--- src/hw/rtl/lrrs_pkg.sv ---
`default_nettype none
// ----------------------------------------------------------------------------
// lrrs_pkg
// Shared types and codes for the line range remap search block.
// ----------------------------------------------------------------------------
package lrrs_pkg;

    localparam int CMD_BITS    = 2;
    localparam int STATUS_BITS = 2;
    localparam int IDX_BITS    = 7;
    localparam int COUNT_BITS  = 8;
    localparam int QUEUE_DEPTH = 2;

    // command codes on the input tuser
    localparam logic [CMD_BITS-1:0] CMD_WRITE = 2'd0;
    localparam logic [CMD_BITS-1:0] CMD_FWD   = 2'd1;
    localparam logic [CMD_BITS-1:0] CMD_REV   = 2'd2;

    typedef enum logic [STATUS_BITS-1:0] {
        ST_WRITTEN   = 2'd0,
        ST_MAPPED    = 2'd1,
        ST_NOT_FOUND = 2'd2,
        ST_SKIPPED   = 2'd3
    } status_t;

    // decoded operation
    typedef enum logic [1:0] {
        OP_WRITE,
        OP_FWD,
        OP_REV,
        OP_NONE
    } op_t;

    // classification handed from the front end to the back end
    typedef struct packed {
        op_t  op;
        logic slot_ok;
    } front_ctl_t;

    typedef enum logic [1:0] {
        BK_IDLE,
        BK_PROBE,
        BK_XLATE
    } back_state_t;

endpackage : lrrs_pkg
`default_nettype wire

--- src/hw/rtl/lrrs_queue.sv ---
`default_nettype none
// ----------------------------------------------------------------------------
// lrrs_queue
// Short FIFO between the front end and the back end.
// ----------------------------------------------------------------------------
module lrrs_queue
    import lrrs_pkg::*;
#(
    parameter int WIDTH = 139
) (
    input  wire logic             clk,
    input  wire logic             rst_n,
    input  wire logic             push,
    input  wire logic [WIDTH-1:0] wdata,
    output logic                  full,
    input  wire logic             pop,
    output logic                  valid,
    output logic      [WIDTH-1:0] rdata
);

    localparam int PTR_BITS = (QUEUE_DEPTH > 1) ? $clog2(QUEUE_DEPTH) : 1;
    localparam int CNT_BITS = $clog2(QUEUE_DEPTH + 1);

    logic [WIDTH-1:0]    slot_reg [QUEUE_DEPTH];
    logic [PTR_BITS-1:0] wr_ptr_reg, wr_ptr_next;
    logic [PTR_BITS-1:0] rd_ptr_reg, rd_ptr_next;
    logic [CNT_BITS-1:0] count_reg, count_next;

    assign full  = count_reg == CNT_BITS'(QUEUE_DEPTH);
    assign valid = count_reg != '0;
    assign rdata = slot_reg[rd_ptr_reg];

    always_comb
    begin
        wr_ptr_next = wr_ptr_reg;
        rd_ptr_next = rd_ptr_reg;
        count_next  = count_reg;
        if (push)
        begin
            wr_ptr_next = (wr_ptr_reg == PTR_BITS'(QUEUE_DEPTH - 1)) ? '0
                                                                      : wr_ptr_reg + 1'b1;
        end
        if (pop)
        begin
            rd_ptr_next = (rd_ptr_reg == PTR_BITS'(QUEUE_DEPTH - 1)) ? '0
                                                                      : rd_ptr_reg + 1'b1;
        end
        if (push && !pop)
        begin
            count_next = count_reg + 1'b1;
        end
        else if (pop && !push)
        begin
            count_next = count_reg - 1'b1;
        end
    end

    always_ff @(posedge clk or negedge rst_n)
    begin
        if (!rst_n)
        begin
            wr_ptr_reg <= '0;
            rd_ptr_reg <= '0;
            count_reg  <= '0;
        end
        else
        begin
            wr_ptr_reg <= wr_ptr_next;
            rd_ptr_reg <= rd_ptr_next;
            count_reg  <= count_next;
        end
    end

    always_ff @(posedge clk)
    begin
        if (push)
        begin
            slot_reg[wr_ptr_reg] <= wdata;
        end
    end

endmodule : lrrs_queue
`default_nettype wire

--- config.mk ---
export PLATFORM = sky130hd
export DESIGN_NAME = lrrs_queue
export DESIGN_NICKNAME = d
export VERILOG_FILES = /design/src/hw/rtl/lrrs_pkg.sv /design/src/hw/rtl/lrrs_queue.sv
export SDC_FILE = /design/constraint.sdc
export NUM_CORES = 1
export LEC_CHECK = 0
export ABC_AREA = 0
export BUFFER_PORTS_ARGS = -buffer_cell sky130_fd_sc_hd__buf_2
export CAP_MARGIN = 20
export CELL_PAD_IN_SITES_DETAIL_PLACEMENT = 1
export CELL_PAD_IN_SITES_GLOBAL_PLACEMENT = 2
export CORE_UTILIZATION = 39
export CTS_BUF_LIST = sky130_fd_sc_hd__clkbuf_16
export CTS_CLUSTER_SIZE = 10
export DETAILED_ROUTE_END_ITERATION = 12
export PLACE_DENSITY_LB_ADDON = 0.1
export SLEW_MARGIN = 30
export SYNTH_ARGS = -nofsm -noshare
export SYNTH_HDL_FRONTEND = slang
export SYNTH_SLANG_ARGS = --single-unit
--- constraint.sdc ---
create_clock -name clk -period 9.8 [get_ports clk]
set_clock_uncertainty 0.1 [all_clocks]
set_input_delay 1.96 -clock clk [delete_from_list [all_inputs] [get_ports clk]]
set_output_delay 1.96 -clock clk [all_outputs]
set_load 0.05 [all_outputs]
-- Word level (Yosys, flattened, before mapping)
Memory sizes are Yosys's and may differ from the RTL's.
Index checks and enable logic that the tools add are counted.
- flip-flop bits (word level): 4
- latch bits: 0
- bits in writable memories: 278
- bits in read-only memories: 0
- bits of input ports: 143
- output and inout bits: 141
- logic and storage cells: 21
- memories: 1
- add/sub/neg operators: 4
- $mul: 0
- divide/modulo/power cells: 0
- $lt $le $gt $ge: 0
- eq/ne operators: 1
- shift operators: 0
- multiplexer cells: 6
- bitwise operators: 0
- reduce and logical (&&, ||, !) cells: 6
- memories (memory ; depth ; width ; read ports ; clocked after memory_dff ; wr ports ; line ; source):
    slot_reg ; 2 ; 139 ; 1 ; 0 ; 1 ; lrrs_queue.sv:24 ; logic [WIDTH-1:0] slot_reg [QUEUE_DEPTH];
- operators by type and width (cell ; number):
    $mux W1 ; 4
    $mux W2 ; 2
    $reduce_bool A2 Y1 ; 2
    $add A1 B1 Y1 const B ; 2
    $add A2 B1 Y2 const B ; 1
    $eq A2 B2 Y1 const B ; 1
    $logic_and A1 B1 Y1 ; 2
    $logic_not A1 Y1 ; 2
    $sub A2 B1 Y2 const B ; 1

-- Depth between registers and ports, before layout
- word-level depth: 4
- mapped depth: 5
- mapped depth without buffers: 5

-- Worst setup path after synthesis
OpenSTA, ideal clock, no wires.
- path type: input port to flip-flop
- start: in push
- end: mem slot_reg[0][0] (enable)
- library setup time: 656 ps
- arrival: 7978 ps
- required time: 9044 ps
- setup slack: 1066 ps
- cell stages on the path: 1
- path buffers: 0
- path through: nor2b_1
- longest elaborated chain between the ends: 2
- RTL lines (what ; line ; source):
    start: declaration ; lrrs_queue.sv:13 ; input wire logic push,
    $mux W1 ; lrrs_queue.sv:76 ; if (push)
    $mux W1 (not written as such) ; lrrs_queue.sv:78 ; slot_reg[wr_ptr_reg] <= wdata;
    end: declaration ; lrrs_queue.sv:24 ;
Every way passes these cells.

-- Final worst setup path
- start: reg rd_ptr_reg
- end: out rdata[62]
- longest elaborated chain between the ends: 1
- RTL lines (what ; line ; source):
    start: declaration ; lrrs_queue.sv:26 ; logic [PTR_BITS-1:0] rd_ptr_reg, rd_ptr_next;
    start signal: assignment ; lrrs_queue.sv:69 ; rd_ptr_reg <= rd_ptr_next;
    $mem_v2 Z2 W139 ; - ;
    end: declaration ; lrrs_queue.sv:18 ; output logic [WIDTH-1:0] rdata
Every way passes these cells.

==> results.sh <==
export IMPL_min_from="count_reg[1]"
export IMPL_grt_usage_pct=15.4
export IMPL_synth_seq_cells=282
export IMPL_cts_buffers=35
export IMPL_synth_area_leaders="edfxtp_1 (78%), mux2_4 (14%), mux2_2 (4.1%)"
export IMPL_drt_total_wl_um=21800
export IMPL_synth_ff_type="edfxtp_1"
export IMPL_nets=904
export IMPL_synth_common_cells="edfxtp_1 (278), mux2_4 (100), mux2_2 (39), buf_6 (11)"
export IMPL_holdPathEnd="count_reg[1]"
export IMPL_drive_gt1_share_pct=60.4
export IMPL_synth_most_common_cell="edfxtp_1"
export IMPL_fmax_mhz=201
export IMPL_fin_ws_ps=4830
export IMPL_synth_top_area_share_pct=78.5
export IMPL_avgViaCountPerCell=4.69
export IMPL_crit_arrival_ps=2910
export IMPL_reg2reg_slack_ps=7250
export IMPL_worst_pin_slew_ps=934
export IMPL_holdBufCountCts=0
export IMPL_synth_warnings=0
export IMPL_cts_sinks=282
export IMPL_whs_ps=389
export IMPL_synthesis_nets=593
export IMPL_synth_cell_type_count=15
export IMPL_drv_slew=0
export IMPL_met2_usage_pct=25.9
export IMPL_finalSetupTns_ps=0
export IMPL_clock_latency_ps=490
export IMPL_cts_htree_levels=2
export IMPL_avgRoutedWirePerCell_um=19.4
export IMPL_cts_resized=0
export IMPL_die_area_um2=27900
export IMPL_root_buffer="clkbuf_16"
export IMPL_post_cts_setup_buffer_count=0
export IMPL_dp_slack_ps=5290
export IMPL_cellLeakagePower_nw=5.38
export IMPL_startpoint_type="flip-flop"
export IMPL_rows=60
export IMPL_dp_hpwl_um=14500
export IMPL_synth_top_area_cell="edfxtp_1"
export IMPL_slew_headroom_pct=37.8
export IMPL_vias=5254
export IMPL_clkTransAtPathRegs_ps=50
export IMPL_netlist_instances=449
export IMPL_crit_path_end_kind="primary output"
export IMPL_largest_register_ffs=278
export IMPL_rsz0062_at_grt="false"
export IMPL_period_minus_slack_ps=4970
export IMPL_start_util_pct=39.6
export IMPL_cts_tree="built"
export IMPL_top_usage_layer="met2"
export IMPL_finalHoldViolations=0
export IMPL_seq_area_frac_synth_pct=79.4
export IMPL_setup_viol=0
export IMPL_worst_ir_drop_vdd_mv=0.164
export IMPL_grt_max_degree=75
export IMPL_drt_iter0_drc=251
export IMPL_min_period_over_period_pct=50.7
export IMPL_syn2layout_area_growth_pct=26.2
export IMPL_first_pass_iters=4
export IMPL_met1_usage_pct=18.3
export IMPL_required_ps=7740
export IMPL_holdPathStages=1
export IMPL_grt_overflow_total=0
export IMPL_die_h_um=167
export IMPL_antenna_found_initial=4
export IMPL_hp_class="flip-flop to flip-flop"
export IMPL_grt_pass1_vias=5700
export IMPL_dpl_cell_area_um2=12400
export IMPL_synth_edf_count=278
export IMPL_drv_cap=0
export IMPL_grt_pass1_wl_um=32500
export IMPL_final_area_um2=13400
export IMPL_core_area_um2=26900
export IMPL_synth_area_per_cell_um2=23.7
export IMPL_numPortBuffers=283
export IMPL_syn_area_um2=10600
export IMPL_pin_count=284
export IMPL_synthArstFlopShare_pct=1.42
export IMPL_power_density_nw_per_um2=352
export IMPL_crit_type="flip-flop to primary output"
export IMPL_critPathMaxFanout=49
export IMPL_gp_congestion=0.744
export IMPL_drc=0
export IMPL_ant_nets=0
export IMPL_status="completed"
export IMPL_reg2reg_to="slot_reg[1][96]"
export IMPL_met3_usage_pct=5.15
export IMPL_ff2ff_path_depth=3
export IMPL_worstSetupStartpoint="rd_ptr_reg"
export IMPL_clock_path_buffers=3
export IMPL_r2r_start="wr_ptr_reg"
export IMPL_die_x_um=167
==> worst max-delay path: stages, from the launching register on <==
cell and delay, ps:
dfrtp_4 950, buf_4 570, buf_16 310, mux2_4 340, buf_2 210
==> final cells by class <==
| cell class | instances | area, µm² |
|---|---|---|
| diodes | 2 | 5.00 |
| clock buffers | 37 | 926 |
| clock inverters | 18 | 67.6 |
| fillers | 2550 | 13500 |
| inverters | 1 | 3.75 |
| multi-input cells | 150 | 2040 |
| flip-flops and latches | 282 | 8450 |
| well taps | 341 | 427 |
| repair buffers | 290 | 1510 |
==> worst max-delay path by stage <==
stage | to | slack (ps) | cells past startpoint
after floorplan | slot_reg[0][0] | 1070 | 1
after detailed placement | rdata[40] | 5290 | 4
after global routing | rdata[59] | 4680 | 4
final | rdata[62] | 4830 | 4
after global placement | rdata[4] | 5210 | 3
after CTS | rdata[59] | 4760 | 4
==> kinds of logic (layout without fill, tap and decap cells) <==
kind of cell | after synthesis | count (layout) | synth area share (%)
xor gates and xnor gates | 5 | 5 | 0.412
adders and majority gates | 1 | 1 | 0.118
buffers and inverters | 17 | 346 | 1.53
DFF | 282 | 282 | 79.4
muxes | 139 | 139 | 18.2
other | 0 | 2 | 0
and+or+nand+nor | 5 | 5 | 0.271
==> placed cells by master (no fill, tap or decap) <==
master     Yosys  layout
ha_1           1       1
xnor2_1        1       1
dfrtp_1        4       3
buf_12         0       1
clkbuf_16      0      37
buf_4          0       4
nor2b_4        0       1
buf_16         0       1
buf_6         11       1
or2_2          1       1
xor2_1         4       4
dfrtp_4        0       1
and2_4         0       1
inv_1          1      15
edfxtp_1     278     278
mux2_4       100     100
clkinv_1       0       4
nor2_1         1       1
mux2_2        39      39
nor2b_1        2       1
buf_2          4     283
diode_2        0       2
==> routing by layer <==
metal | wire length, µm | share of wire (%)
met5 | 34 | 0.16
met4 | 491 | 2.3
met3 | 1700 | 7.8
met2 | 10800 | 50
met1 | 8720 | 40
==> power breakdown <==
part           internal (mW)  total (mW)  leakage (nW)  switching (mW)
Combinational          0.585        1.90          2.19            1.32
Sequential              1.60        1.71          2.65           0.104
Clock                  0.668        1.11         0.537           0.444
==> through the flow <==
step | power (mW) | instances | utilization, %
after floorplan | 3.32 | 449 | -
after global placement | 3.63 | 1062 | 46.0
after detailed placement | 3.67 | 1064 | 46.2
after CTS | 4.79 | 1119 | 49.9
after global routing | 4.91 | 1119 | 49.9
final | 4.72 | 1121 | 49.9
Note: power is estimated with default switching activity, not from simulation.
